===== config.mk =====
export PLATFORM = sky130hd
export DESIGN_NAME = taylor_series_function_unit_flat
export DESIGN_NICKNAME = d
export VERILOG_FILES = /design/src/tsf_pkg.sv /design/src/tsf_req_if.sv /design/src/tsf_rsp_if.sv /design/src/taylor_series_function_unit.sv /design/src/flat_wrapper.sv
export SDC_FILE = /design/constraint.sdc
export NUM_CORES = 2
export LEC_CHECK = 0
export BUFFER_PORTS_ARGS = -buffer_cell sky130_fd_sc_hd__buf_2
export CAP_MARGIN = 0
export CORE_ASPECT_RATIO = 0.8
export CORE_MARGIN = 5
export CORE_UTILIZATION = 59
export CTS_CLUSTER_DIAMETER = 60
export DETAILED_ROUTE_END_ITERATION = 8
export PLACE_DENSITY_LB_ADDON = 0.2
export SYNTH_ARGS = -nofsm -noshare
export SYNTH_HDL_FRONTEND = slang
export SYNTH_SLANG_ARGS = --single-unit

===== constraint.sdc =====
create_clock -name clock -period 14.95 [get_ports clock]
set_input_delay 0.7475 -clock clock [delete_from_list [all_inputs] [get_ports clock]]
set_output_delay 0.7475 -clock clock [all_outputs]
set_load 0.01 [all_outputs]

===== src/tsf_pkg.sv =====
package tsf_pkg;

   // fixed-point format and field widths
   localparam int FRAC_BITS  = 28;
   localparam int MAX_TERMS  = 512;
   localparam int ACT_W      = 3;
   localparam int OPND_W     = 32;
   localparam int VAL_W      = 48;
   localparam int TERM_W     = 9;
   localparam int K_W        = 10;
   localparam int OPER_W     = 49;
   localparam int MAG_W      = 48;
   localparam int CHUNK_W    = 16;
   localparam int PROD_W     = 96;
   localparam int RND_W      = PROD_W + 1;
   localparam int Q_W        = RND_W - FRAC_BITS;
   localparam int TMP_W      = 60;
   localparam int WIDE_W     = 62;
   localparam int DIV_W      = 20;
   localparam int NUM_W      = 60;
   localparam int COEF_W     = 29;
   localparam int RADIX_BITS = 4;
   localparam int MUL_STEPS  = MAG_W / CHUNK_W;
   localparam int DIV_STEPS  = NUM_W / RADIX_BITS;
   localparam int STEP_W     = 4;

   // configuration port
   localparam int CSR_ADDR_W = 3;
   localparam int CSR_DATA_W = 32;
   localparam logic CSR_IDX_TERM_COUNT = 1'b0;

   // term count limits
   localparam logic [TERM_W-1:0] TERM_RESET = 9'd510;
   localparam logic [TERM_W-1:0] TERM_MIN   = 9'd2;

   // function codes
   localparam logic [ACT_W-1:0] ACT_EXP  = 3'd0;
   localparam logic [ACT_W-1:0] ACT_SIN  = 3'd1;
   localparam logic [ACT_W-1:0] ACT_COS  = 3'd2;
   localparam logic [ACT_W-1:0] ACT_ASIN = 3'd3;
   localparam logic [ACT_W-1:0] ACT_LN   = 3'd4;
   localparam logic [ACT_W-1:0] ACT_ACOS = 3'd5;

   // numeric constants
   localparam logic signed [VAL_W-1:0] ONE_Q     = 48'sd268435456;
   localparam logic signed [VAL_W-1:0] PI_HALF_Q = 48'sd421657428;
   localparam logic signed [VAL_W-1:0] VAL_MAX   = 48'sh7FFF_FFFF_FFFF;
   localparam logic signed [VAL_W-1:0] VAL_MIN   = 48'sh8000_0000_0000;

   typedef enum logic [6:0] {
      ST_IDLE  = 7'b0000001,
      ST_ISSUE = 7'b0000010,
      ST_MUL   = 7'b0000100,
      ST_MPOST = 7'b0001000,
      ST_DIV   = 7'b0010000,
      ST_DPOST = 7'b0100000,
      ST_DONE  = 7'b1000000
   } state_type;

   // micro-step of one Horner iteration
   typedef enum logic [8:0] {
      PH_X2  = 9'b000000001,
      PH_D1  = 9'b000000010,
      PH_D2  = 9'b000000100,
      PH_C   = 9'b000001000,
      PH_A   = 9'b000010000,
      PH_K   = 9'b000100000,
      PH_B   = 9'b001000000,
      PH_E   = 9'b010000000,
      PH_FIN = 9'b100000000
   } phase_type;

   typedef struct packed {
      logic signed [VAL_W-1:0] value;
      logic                    clip;
   } clip_type;

   // magnitude of a signed operand
   function automatic logic [MAG_W-1:0] mag(input logic signed [OPER_W-1:0] v);
      logic signed [OPER_W-1:0] n;
      n = -v;
      return v[OPER_W-1] ? n[MAG_W-1:0] : v[MAG_W-1:0];
   endfunction

   // clip to the 48-bit result range
   function automatic clip_type clip48(input logic signed [WIDE_W-1:0] v);
      clip_type r;
      if (v > WIDE_W'(VAL_MAX)) begin
         r.value = VAL_MAX;
         r.clip  = 1'b1;
      end else if (v < WIDE_W'(VAL_MIN)) begin
         r.value = VAL_MIN;
         r.clip  = 1'b1;
      end else begin
         r.value = v[VAL_W-1:0];
         r.clip  = 1'b0;
      end
      return r;
   endfunction

endpackage


===== src/tsf_req_if.sv =====
interface tsf_req_if;
   logic                                 valid;
   logic                                 ready;
   logic [tsf_pkg::ACT_W-1:0]            action;
   logic signed [tsf_pkg::OPND_W-1:0]    operand;

   modport source (output valid, output action, output operand, input ready);
   modport sink (input valid, input action, input operand, output ready);
endinterface


===== src/tsf_rsp_if.sv =====
interface tsf_rsp_if;
   logic                                valid;
   logic                                ready;
   logic signed [tsf_pkg::VAL_W-1:0]    value;
   logic                                saturated;

   modport source (output valid, output value, output saturated, input ready);
   modport sink (input valid, input value, input saturated, output ready);
endinterface


===== src/taylor_series_function_unit.sv =====
// Each item runs S Horner steps: term_count for sin, cos and ln(1+x), one fewer for exp,
// arcsin and arccos.
// Every step runs through one shared 48x16 multiplier and one radix-16 divider;
// one item is in work at a time.
// The next item is taken once the previous one has moved to the output register.
// Synchronous active-high reset clears control state and sets term_count to 510.
module taylor_series_function_unit (
   input  logic                               clock,
   input  logic                               reset,
   tsf_req_if.sink                            req_chan,
   tsf_rsp_if.source                          rsp_chan,
   input  logic                               csr_psel,
   input  logic                               csr_penable,
   input  logic                               csr_pwrite,
   input  logic [tsf_pkg::CSR_ADDR_W-1:0]     csr_paddr,
   input  logic [tsf_pkg::CSR_DATA_W-1:0]     csr_pwdata,
   output logic [tsf_pkg::CSR_DATA_W-1:0]     csr_prdata,
   output logic                               csr_pready
);

   // control registers
   tsf_pkg::state_type                  state_ff, state_in;
   tsf_pkg::phase_type                  phase_ff, phase_in;
   logic [tsf_pkg::TERM_W-1:0]          term_count_ff, term_count_in;
   logic [tsf_pkg::STEP_W-1:0]          step_ff, step_in;
   logic                                rsp_valid_ff, rsp_valid_in;

   // datapath registers
   logic [tsf_pkg::ACT_W-1:0]           act_ff, act_in;
   logic signed [tsf_pkg::OPND_W-1:0]   x_ff, x_in;
   logic signed [tsf_pkg::VAL_W-1:0]    x2_ff, x2_in;
   logic signed [tsf_pkg::VAL_W-1:0]    acc_ff, acc_in;
   logic signed [tsf_pkg::TMP_W-1:0]    t_ff, t_in;
   logic [tsf_pkg::COEF_W-1:0]          c_ff, c_in;
   logic [tsf_pkg::K_W-1:0]             k_ff, k_in;
   logic [tsf_pkg::DIV_W-1:0]           d_ff, d_in;
   logic                                sat_ff, sat_in;
   logic signed [tsf_pkg::VAL_W-1:0]    res_ff, res_in;
   logic [tsf_pkg::MAG_W-1:0]           mul_a_ff, mul_a_in;
   logic [tsf_pkg::MAG_W-1:0]           mul_b_ff, mul_b_in;
   logic                                mul_neg_ff, mul_neg_in;
   logic [tsf_pkg::PROD_W-1:0]          prod_ff, prod_in;
   logic [tsf_pkg::NUM_W-1:0]           div_num_ff, div_num_in;
   logic [tsf_pkg::DIV_W-1:0]           div_rem_ff, div_rem_in;
   logic [tsf_pkg::DIV_W-1:0]           div_d_ff, div_d_in;
   logic                                div_neg_ff, div_neg_in;
   logic signed [tsf_pkg::VAL_W-1:0]    rsp_value_ff, rsp_value_in;
   logic                                rsp_sat_ff, rsp_sat_in;

   // combinational helpers
   logic                                csr_write;
   logic [tsf_pkg::TERM_W-1:0]          tc;
   logic [tsf_pkg::K_W-1:0]             k_start;
   logic [tsf_pkg::K_W+1:0]             k2p1, k2p2, k2p3;
   logic signed [tsf_pkg::OPER_W-1:0]   op_a, op_b;
   logic [tsf_pkg::RND_W-1:0]           rnd;
   logic [tsf_pkg::Q_W-1:0]             q_full, q_limit;
   logic                                mul_over;
   logic [tsf_pkg::MAG_W-1:0]           q_mag;
   logic signed [tsf_pkg::VAL_W-1:0]    rnd_val;
   logic signed [tsf_pkg::TMP_W-1:0]    raw_val;
   logic [tsf_pkg::NUM_W-1:0]           dv_num;
   logic [tsf_pkg::DIV_W:0]             dv_try;
   logic [tsf_pkg::DIV_W-1:0]           dv_rem;
   logic signed [tsf_pkg::WIDE_W-1:0]   quo_s;
   logic [tsf_pkg::DIV_W-1:0]           dsel;
   logic [tsf_pkg::TMP_W-1:0]           t_mag;
   logic signed [tsf_pkg::WIDE_W-1:0]   upd_wide;
   tsf_pkg::clip_type                   upd_clip, fin_clip;
   logic                                last_step;

   // configuration port
   assign csr_pready = 1'b1;
   assign csr_write  = csr_psel && csr_penable && csr_pwrite && csr_pready;
   assign csr_prdata = (csr_paddr[tsf_pkg::CSR_ADDR_W-1] == tsf_pkg::CSR_IDX_TERM_COUNT) ?
                       tsf_pkg::CSR_DATA_W'(term_count_ff) : '0;

   // channel ports
   assign req_chan.ready     = (state_ff == tsf_pkg::ST_IDLE);
   assign rsp_chan.valid     = rsp_valid_ff;
   assign rsp_chan.value     = rsp_value_ff;
   assign rsp_chan.saturated = rsp_sat_ff;

   // clamped term count and first loop index
   always_comb begin
      tc = (term_count_ff < tsf_pkg::TERM_MIN) ? tsf_pkg::TERM_MIN : term_count_ff;
      case (req_chan.action) inside
         tsf_pkg::ACT_ASIN, tsf_pkg::ACT_ACOS: k_start = tsf_pkg::K_W'(tc) - 10'd2;
         tsf_pkg::ACT_LN:                       k_start = tsf_pkg::K_W'(tc);
         default:                               k_start = tsf_pkg::K_W'(tc) - 10'd1;
      endcase
   end

   // multiplier operand select
   always_comb begin
      k2p1 = {1'b0, k_ff, 1'b1};
      k2p2 = {1'b0, k_ff, 1'b0} + 12'd2;
      k2p3 = {1'b0, k_ff, 1'b0} + 12'd3;
      unique case (phase_ff)
         tsf_pkg::PH_X2: begin
            op_a = tsf_pkg::OPER_W'(x_ff);
            op_b = tsf_pkg::OPER_W'(x_ff);
         end
         tsf_pkg::PH_D1: begin
            if (act_ff == tsf_pkg::ACT_SIN) begin
               op_a = tsf_pkg::OPER_W'(k2p2);
               op_b = tsf_pkg::OPER_W'(k2p3);
            end else if (act_ff == tsf_pkg::ACT_COS) begin
               op_a = tsf_pkg::OPER_W'(k2p2);
               op_b = tsf_pkg::OPER_W'(k2p1);
            end else begin
               op_a = tsf_pkg::OPER_W'(k2p1);
               op_b = tsf_pkg::OPER_W'(k2p1);
            end
         end
         tsf_pkg::PH_D2: begin
            op_a = tsf_pkg::OPER_W'({1'b0, k_ff} + 11'd1);
            op_b = tsf_pkg::OPER_W'(k2p3);
         end
         tsf_pkg::PH_A: begin
            op_a = (act_ff == tsf_pkg::ACT_EXP || act_ff == tsf_pkg::ACT_LN) ?
                   tsf_pkg::OPER_W'(x_ff) : tsf_pkg::OPER_W'(x2_ff);
            op_b = tsf_pkg::OPER_W'(acc_ff);
         end
         tsf_pkg::PH_K: begin
            op_a = t_ff[tsf_pkg::OPER_W-1:0];
            op_b = tsf_pkg::OPER_W'(k_ff);
         end
         tsf_pkg::PH_E: begin
            op_a = t_ff[tsf_pkg::OPER_W-1:0];
            op_b = tsf_pkg::OPER_W'(c_ff);
         end
         default: begin
            op_a = tsf_pkg::OPER_W'(x_ff);
            op_b = tsf_pkg::OPER_W'(acc_ff);
         end
      endcase
   end

   // product rounding and clipping
   always_comb begin
      rnd      = {1'b0, prod_ff} + (tsf_pkg::RND_W'(1) << (tsf_pkg::FRAC_BITS - 1));
      q_full   = rnd[tsf_pkg::RND_W-1:tsf_pkg::FRAC_BITS];
      q_limit  = mul_neg_ff ? (tsf_pkg::Q_W'(1) << (tsf_pkg::VAL_W - 1)) :
                 ((tsf_pkg::Q_W'(1) << (tsf_pkg::VAL_W - 1)) - tsf_pkg::Q_W'(1));
      mul_over = q_full > q_limit;
      q_mag    = mul_over ? q_limit[tsf_pkg::MAG_W-1:0] : q_full[tsf_pkg::MAG_W-1:0];
      rnd_val  = mul_neg_ff ? -$signed(q_mag) : $signed(q_mag);
      raw_val  = mul_neg_ff ? -$signed(prod_ff[tsf_pkg::TMP_W-1:0]) :
                 $signed(prod_ff[tsf_pkg::TMP_W-1:0]);
   end

   // four restoring division steps per cycle
   always_comb begin
      dv_num = div_num_ff;
      dv_rem = div_rem_ff;
      dv_try = '0;
      for (int i = 0; i < tsf_pkg::RADIX_BITS; i++) begin
         dv_try = {dv_rem, dv_num[tsf_pkg::NUM_W-1]};
         dv_num = {dv_num[tsf_pkg::NUM_W-2:0], 1'b0};
         if (dv_try >= {1'b0, div_d_ff}) begin
            dv_try    = dv_try - {1'b0, div_d_ff};
            dv_num[0] = 1'b1;
         end
         dv_rem = dv_try[tsf_pkg::DIV_W-1:0];
      end
   end

   // divisor select, dividend magnitude, quotient sign
   always_comb begin
      if (act_ff == tsf_pkg::ACT_EXP) begin
         dsel = tsf_pkg::DIV_W'(k_ff);
      end else if (act_ff == tsf_pkg::ACT_LN) begin
         dsel = tsf_pkg::DIV_W'(k_ff) + 20'd1;
      end else begin
         dsel = d_ff;
      end
      t_mag = t_ff[tsf_pkg::TMP_W-1] ? tsf_pkg::TMP_W'(-t_ff) : tsf_pkg::TMP_W'(t_ff);
      quo_s = div_neg_ff ? -$signed({2'b00, div_num_ff}) : $signed({2'b00, div_num_ff});
   end

   // accumulator update at the end of a Horner step
   always_comb begin
      if (phase_ff == tsf_pkg::PH_E) begin
         upd_wide = tsf_pkg::WIDE_W'(tsf_pkg::ONE_Q) + tsf_pkg::WIDE_W'(rnd_val);
      end else if (act_ff == tsf_pkg::ACT_EXP) begin
         upd_wide = tsf_pkg::WIDE_W'(tsf_pkg::ONE_Q) + quo_s;
      end else begin
         upd_wide = tsf_pkg::WIDE_W'(tsf_pkg::ONE_Q) - quo_s;
      end
      upd_clip  = tsf_pkg::clip48(upd_wide);
      fin_clip  = tsf_pkg::clip48(tsf_pkg::WIDE_W'(tsf_pkg::PI_HALF_Q) -
                                  tsf_pkg::WIDE_W'(rnd_val));
      last_step = (act_ff == tsf_pkg::ACT_EXP || act_ff == tsf_pkg::ACT_LN) ?
                  (k_ff == 10'd1) : (k_ff == 10'd0);
   end

   // sequencer
   always_comb begin
      state_in      = state_ff;
      phase_in      = phase_ff;
      term_count_in = term_count_ff;
      step_in       = step_ff;
      rsp_valid_in  = rsp_valid_ff;
      act_in        = act_ff;
      x_in          = x_ff;
      x2_in         = x2_ff;
      acc_in        = acc_ff;
      t_in          = t_ff;
      c_in          = c_ff;
      k_in          = k_ff;
      d_in          = d_ff;
      sat_in        = sat_ff;
      res_in        = res_ff;
      mul_a_in      = mul_a_ff;
      mul_b_in      = mul_b_ff;
      mul_neg_in    = mul_neg_ff;
      prod_in       = prod_ff;
      div_num_in    = div_num_ff;
      div_rem_in    = div_rem_ff;
      div_d_in      = div_d_ff;
      div_neg_in    = div_neg_ff;
      rsp_value_in  = rsp_value_ff;
      rsp_sat_in    = rsp_sat_ff;

      if (csr_write &&
          csr_paddr[tsf_pkg::CSR_ADDR_W-1] == tsf_pkg::CSR_IDX_TERM_COUNT) begin
         term_count_in = csr_pwdata[tsf_pkg::TERM_W-1:0];
      end

      // result taken downstream
      if (rsp_valid_ff && rsp_chan.ready) begin
         rsp_valid_in = 1'b0;
      end

      unique case (state_ff)
         tsf_pkg::ST_IDLE: begin
            if (req_chan.valid) begin
               act_in   = req_chan.action;
               x_in     = req_chan.operand;
               acc_in   = tsf_pkg::ONE_Q;
               sat_in   = 1'b0;
               k_in     = k_start;
               phase_in = tsf_pkg::PH_X2;
               if (req_chan.action > tsf_pkg::ACT_ACOS) begin
                  res_in   = '0;
                  state_in = tsf_pkg::ST_DONE;
               end else begin
                  state_in = tsf_pkg::ST_ISSUE;
               end
            end
         end
         tsf_pkg::ST_ISSUE: begin
            step_in = '0;
            if (phase_ff == tsf_pkg::PH_C) begin
               div_d_in   = d_ff;
               div_neg_in = 1'b0;
               div_num_in = (tsf_pkg::NUM_W'(t_ff[tsf_pkg::DIV_W-1:0]) << tsf_pkg::FRAC_BITS) +
                            tsf_pkg::NUM_W'(d_ff >> 1);
               div_rem_in = '0;
               state_in   = tsf_pkg::ST_DIV;
            end else if (phase_ff == tsf_pkg::PH_B) begin
               div_d_in   = dsel;
               div_neg_in = t_ff[tsf_pkg::TMP_W-1];
               div_num_in = t_mag + tsf_pkg::NUM_W'(dsel >> 1);
               div_rem_in = '0;
               state_in   = tsf_pkg::ST_DIV;
            end else begin
               mul_a_in   = tsf_pkg::mag(op_a);
               mul_b_in   = tsf_pkg::mag(op_b);
               mul_neg_in = op_a[tsf_pkg::OPER_W-1] ^ op_b[tsf_pkg::OPER_W-1];
               prod_in    = '0;
               state_in   = tsf_pkg::ST_MUL;
            end
         end
         tsf_pkg::ST_MUL: begin
            // most significant chunk first, shift-accumulate
            prod_in  = {prod_ff[tsf_pkg::PROD_W-tsf_pkg::CHUNK_W-1:0], {tsf_pkg::CHUNK_W{1'b0}}} +
                       tsf_pkg::PROD_W'(mul_a_ff *
                                        mul_b_ff[tsf_pkg::MAG_W-1 -: tsf_pkg::CHUNK_W]);
            mul_b_in = mul_b_ff << tsf_pkg::CHUNK_W;
            step_in  = step_ff + 4'd1;
            if (step_ff == tsf_pkg::STEP_W'(tsf_pkg::MUL_STEPS - 1)) begin
               state_in = tsf_pkg::ST_MPOST;
            end
         end
         tsf_pkg::ST_MPOST: begin
            state_in = tsf_pkg::ST_ISSUE;
            unique case (phase_ff)
               tsf_pkg::PH_X2: begin
                  x2_in    = rnd_val;
                  phase_in = (act_ff == tsf_pkg::ACT_EXP || act_ff == tsf_pkg::ACT_LN) ?
                             tsf_pkg::PH_A : tsf_pkg::PH_D1;
               end
               tsf_pkg::PH_D1: begin
                  if (act_ff == tsf_pkg::ACT_SIN || act_ff == tsf_pkg::ACT_COS) begin
                     d_in     = raw_val[tsf_pkg::DIV_W-1:0];
                     phase_in = tsf_pkg::PH_A;
                  end else begin
                     t_in     = raw_val;
                     phase_in = tsf_pkg::PH_D2;
                  end
               end
               tsf_pkg::PH_D2: begin
                  d_in     = {raw_val[tsf_pkg::DIV_W-2:0], 1'b0};
                  phase_in = tsf_pkg::PH_C;
               end
               tsf_pkg::PH_A: begin
                  t_in   = tsf_pkg::TMP_W'(rnd_val);
                  sat_in = sat_ff | mul_over;
                  if (act_ff == tsf_pkg::ACT_LN) begin
                     phase_in = tsf_pkg::PH_K;
                  end else if (act_ff == tsf_pkg::ACT_ASIN || act_ff == tsf_pkg::ACT_ACOS) begin
                     phase_in = tsf_pkg::PH_E;
                  end else begin
                     phase_in = tsf_pkg::PH_B;
                  end
               end
               tsf_pkg::PH_K: begin
                  t_in     = raw_val;
                  phase_in = tsf_pkg::PH_B;
               end
               tsf_pkg::PH_E: begin
                  acc_in = upd_clip.value;
                  sat_in = sat_ff | mul_over | upd_clip.clip;
                  if (last_step) begin
                     phase_in = tsf_pkg::PH_FIN;
                  end else begin
                     k_in     = k_ff - 10'd1;
                     phase_in = tsf_pkg::PH_D1;
                  end
               end
               default: begin
                  // final multiply by x, arccos folds in pi/2
                  state_in = tsf_pkg::ST_DONE;
                  if (act_ff == tsf_pkg::ACT_ACOS) begin
                     res_in = fin_clip.value;
                     sat_in = sat_ff | mul_over | fin_clip.clip;
                  end else begin
                     res_in = rnd_val;
                     sat_in = sat_ff | mul_over;
                  end
               end
            endcase
         end
         tsf_pkg::ST_DIV: begin
            div_num_in = dv_num;
            div_rem_in = dv_rem;
            step_in    = step_ff + 4'd1;
            if (step_ff == tsf_pkg::STEP_W'(tsf_pkg::DIV_STEPS - 1)) begin
               state_in = tsf_pkg::ST_DPOST;
            end
         end
         tsf_pkg::ST_DPOST: begin
            state_in = tsf_pkg::ST_ISSUE;
            if (phase_ff == tsf_pkg::PH_C) begin
               c_in     = div_num_ff[tsf_pkg::COEF_W-1:0];
               phase_in = tsf_pkg::PH_A;
            end else begin
               acc_in = upd_clip.value;
               sat_in = sat_ff | upd_clip.clip;
               if (last_step) begin
                  if (act_ff == tsf_pkg::ACT_EXP || act_ff == tsf_pkg::ACT_COS) begin
                     res_in   = upd_clip.value;
                     state_in = tsf_pkg::ST_DONE;
                  end else begin
                     phase_in = tsf_pkg::PH_FIN;
                  end
               end else begin
                  k_in     = k_ff - 10'd1;
                  phase_in = (act_ff == tsf_pkg::ACT_EXP || act_ff == tsf_pkg::ACT_LN) ?
                             tsf_pkg::PH_A : tsf_pkg::PH_D1;
               end
            end
         end
         tsf_pkg::ST_DONE: begin
            // move the item to the output register once it is free
            if (!rsp_valid_ff || rsp_chan.ready) begin
               rsp_valid_in = 1'b1;
               rsp_value_in = res_ff;
               rsp_sat_in   = sat_ff;
               state_in     = tsf_pkg::ST_IDLE;
            end
         end
         default: begin
            state_in = tsf_pkg::ST_IDLE;
         end
      endcase
   end

   // control state
   always_ff @(posedge clock) begin
      if (reset) begin
         state_ff      <= tsf_pkg::ST_IDLE;
         phase_ff      <= tsf_pkg::PH_X2;
         term_count_ff <= tsf_pkg::TERM_RESET;
         step_ff       <= '0;
         rsp_valid_ff  <= 1'b0;
      end else begin
         state_ff      <= state_in;
         phase_ff      <= phase_in;
         term_count_ff <= term_count_in;
         step_ff       <= step_in;
         rsp_valid_ff  <= rsp_valid_in;
      end
   end

   // datapath
   always_ff @(posedge clock) begin
      act_ff       <= act_in;
      x_ff         <= x_in;
      x2_ff        <= x2_in;
      acc_ff       <= acc_in;
      t_ff         <= t_in;
      c_ff         <= c_in;
      k_ff         <= k_in;
      d_ff         <= d_in;
      sat_ff       <= sat_in;
      res_ff       <= res_in;
      mul_a_ff     <= mul_a_in;
      mul_b_ff     <= mul_b_in;
      mul_neg_ff   <= mul_neg_in;
      prod_ff      <= prod_in;
      div_num_ff   <= div_num_in;
      div_rem_ff   <= div_rem_in;
      div_d_ff     <= div_d_in;
      div_neg_ff   <= div_neg_in;
      rsp_value_ff <= rsp_value_in;
      rsp_sat_ff   <= rsp_sat_in;
   end

endmodule


===== src/flat_wrapper.sv =====
// flat-port wrapper written by rule: the top's interface ports become plain ports
module taylor_series_function_unit_flat 
  (clock, reset, csr_psel, csr_penable, csr_pwrite, csr_paddr, csr_pwdata, csr_prdata, csr_pready, req_chan_valid, req_chan_action, req_chan_operand, req_chan_ready, rsp_chan_valid, rsp_chan_value, rsp_chan_saturated, rsp_chan_ready);
  tsf_req_if req_chan_i ();
  tsf_rsp_if rsp_chan_i ();
  input  logic clock;
  input  logic reset;
  input  logic csr_psel;
  input  logic csr_penable;
  input  logic csr_pwrite;
  input  logic [tsf_pkg::CSR_ADDR_W-1:0] csr_paddr;
  input  logic [tsf_pkg::CSR_DATA_W-1:0] csr_pwdata;
  output logic [tsf_pkg::CSR_DATA_W-1:0] csr_prdata;
  output logic csr_pready;
  input wire logic [$bits(req_chan_i.valid)-1:0] req_chan_valid;
  input wire logic [$bits(req_chan_i.action)-1:0] req_chan_action;
  input wire logic [$bits(req_chan_i.operand)-1:0] req_chan_operand;
  output wire logic [$bits(req_chan_i.ready)-1:0] req_chan_ready;
  output wire logic [$bits(rsp_chan_i.valid)-1:0] rsp_chan_valid;
  output wire logic [$bits(rsp_chan_i.value)-1:0] rsp_chan_value;
  output wire logic [$bits(rsp_chan_i.saturated)-1:0] rsp_chan_saturated;
  input wire logic [$bits(rsp_chan_i.ready)-1:0] rsp_chan_ready;
  assign req_chan_i.valid = req_chan_valid;
  assign req_chan_i.action = req_chan_action;
  assign req_chan_i.operand = req_chan_operand;
  assign req_chan_ready = req_chan_i.ready;
  assign rsp_chan_valid = rsp_chan_i.valid;
  assign rsp_chan_value = rsp_chan_i.value;
  assign rsp_chan_saturated = rsp_chan_i.saturated;
  assign rsp_chan_i.ready = rsp_chan_ready;
  taylor_series_function_unit u_core (.clock(clock), .reset(reset), .req_chan(req_chan_i), .rsp_chan(rsp_chan_i), .csr_psel(csr_psel), .csr_penable(csr_penable), .csr_pwrite(csr_pwrite), .csr_paddr(csr_paddr), .csr_pwdata(csr_pwdata), .csr_prdata(csr_prdata), .csr_pready(csr_pready));
endmodule

==> run_results.csv <==
group,metric,value,unit
worst_setup_path,worst_setup_path_end_kind,"flop",
timing,final_max_slew_viol_count,0,
grt,grt_pass1_wl,415000,microns
timing,finalClockSkew,0.0519,ns
detailed_routing,wl_met3,35900,microns
synthesis,yosysTopAreaCell,"edfxtp_1",
clocking,numCtsBuffers,79,
detailed_routing,drt_pass1_iterations,9,
clocking,clockBufferDepth,3,
synthesis,synthArstFlopShare,0,%
die,io_pins,161,
detailed_routing,wl_met2,117000,microns
clocking,cts_tree,"yes",
synthesis,synth_area_leaders,"edfxtp_1 25%, fa_1 18%, nand2_1 6.0%",
clocking,cts-root-buf,"clkbuf_16",
final_layout,final_net_count,9643,
flow_run,cap_violations,0,
worst_setup_path,criticalPathCategory,"reg2reg",
detailed_routing,drt-met1-wl,106000,microns
worst_setup_path,path_buf_inv,6,
detailed_routing,vias_per_cell,6.60,
final_layout,drive_gt1_share,6.45,%
detailed_routing,maxUsedRoutingLayer,"met4",
synthesis,syn_area_per_cell,8.75,sq um
placement,place_congestion,1.02,
clocking,post-cts-setup-buffer-count,0,
grt,grt_max_degree,83,
placement,hpwl,215000,microns
timing,period_share,92.8,%
clocking,clk_pin_slew,0.06,ns
synthesis,synth_top_area_share,25.2,%
timing,fin_crit,13.87,ns
synthesis,yosys_warnings,0,
timing,max-slew-margin-rel,14.3,%
final_layout,area_growth,5.78,%
status,run_status,"finished, violations left",
clocking,htreeDepth,3,
detailed_routing,drt-total-wl,278000,microns
die,die_w,412,microns
synthesis,synthTopCellsByCount,"1219 x nand2_1, 900 x inv_1, 695 x fa_1, 642 x edfxtp_1, 588 x nor2_1",
synthesis,ys_seq_elements,672,
worst_setup_path,critPathLaunchType,"flop",
synthesis,synth_cell_types,121,
timing,layout_setup_ws,1.08,ns
worst_setup_path,worstPathArrival,14.31,ns
worst_setup_path,crit_fanout,21,
synthesis,netlist_instances,8730,
die,die_h,332,microns
synthesis,syn-cell-area,76400,sq um
synthesis,synth_edf_count,642,
grt,grt-ovfl-total,0,
die,start_util,59.2,%
worst_setup_path,cp.required,15.38,ns
detailed_routing,ant_nets,0,
timing,hold_ws,0.216,ns
timing,timing.fmax,72.1,MHz
worst_hold_path,hp-class,"in2reg",
die,dieArea,137000,sq um
placement,dpl_worst_slack,1.07,ns
die,num_rows,118,
detailed_routing,drc,8,
timing,setup_viol,0,
timing,fin_setup_tns,0,ns
detailed_routing,drtIter0Drc,9247,
synthesis,synth.most_common_cell,"nand2_1",
placement,numPortBuffers,111,
detailed_routing,vias,68408,
status,violations,"DRC",
grt,grt_pass1_vias,66008,
grt,grt_usage,39.9,%
clocking,cts_sinks,672,
worst_setup_path,max_stage_delay,0.44,ns
worst_setup_path,critPathSlowestCell,"edfxtp_1",
synthesis,ys_seq_area_share,26.0,%
worst_setup_path,cp_top_family,"compound AO/OA/AOI/OAI gates",
grt,antenna_found_initial,6,
timing,rsz0062_at_grt,"no",
die,coreArea,129000,sq um
clocking,clock_latency,0.72,ns
clocking,ctsHoldBuffers,0,
synthesis,synth_ff_type,"edfxtp_1",
worst_setup_path,cp_common_cell,"o21ai_0",
final_layout,fillCellCount,11227,
timing,hold_violations,0,
detailed_routing,wl_per_cell,26.8,microns
timing,tightest_slew,1.25,ns
==> kinds of logic after synthesis <==
| kind of cell | share of synthesized area [%] |
|---|---|
| buf+inv | 7.39 |
| other cells | 0.00983 |
| mux | 1.33 |
| fa+ha+maj | 23.5 |
| simple gates | 20.2 |
| compound gates | 14.3 |
| flops | 26.0 |
| xor+xnor | 7.14 |
==> per-layer routing <==
| metal | GRT usage, % | vias to the layer above |
|---|---|---|
| li1 | - | 29661 |
| met1 | 53.2 | 33394 |
| met2 | 58.4 | 4433 |
| met3 | 12.8 | 920 |
| met4 | 21.2 | 0 |
| met5 | 0 | - |
==> final timing paths <==
kind                            slack [ns]             startpoint  depth (start not counted)                        end
worst max-delay path                  1.08  u_core.div_num_ff[59]                         60       u_core.div_rem_ff[9]
worst min-delay path                  0.22   req_chan_operand[17]                          1            u_core.x_ff[17]
worst max register to register        1.08  u_core.div_num_ff[59]                         60       u_core.div_rem_ff[9]
worst min register to register        0.39      u_core.res_ff[44]                          0  u_core.rsp_chan.value[44]
==> per-stage QoR <==
step / utilization, % / cells / area [sq um]
after floorplan: - / 8752 / 76500
after detailed placement: 60.6 / 10206 / 78300
final: 62.6 / 10358 / 80800
after global placement: 60.6 / 10206 / 78300
after CTS: 62.6 / 10350 / 80800
after global routing: 62.6 / 10350 / 80800
==> final cells by class <==
cell class	instances	area [sq um]	share of cell area, %
diodes	8	20.0	0.0248
multi-input cells	6630	51100	63.3
repair buffers	256	1660	2.05
flip-flops and latches	672	19900	24.6
inverters	908	3410	4.22
well taps	1740	2180	2.69
clock buffers	95	2070	2.56
clock inverters	49	453	0.561
==> repair_timing <==
item | in CTS | in global routing
resized for setup | 0 | 2
endpoints found under the setup margin | 0 | 20
hold endpoints to repair | 0 | 0
==> registers in the layout, summed over array words and instances (netlist names), 48 cells and up <==
name,cells
u_core.t_ff,60
u_core.mul_a_ff,48
u_core.mul_b_ff,48
u_core.prod_ff,96
u_core.x2_ff,48
u_core.rsp_chan.value,48
u_core.res_ff,48
u_core.div_num_ff,60
u_core.acc_ff,48
==> cell usage in the layout, fill, tap and decap left out, drive strengths merged, types with 175 or more instances in the layout <==
master and count:
o21ai 438, nand2 1221, edfxtp 642, inv 912, nor3 182, xor2 233
fa 695, nor2 590, ha 324, xnor2 390, nand3 175, buf 256
and2 267, a21oi 442
Power is left out: the tool's default activity adds up to more than one toggle a clock period on the data nets, which glitch-free logic cannot reach.
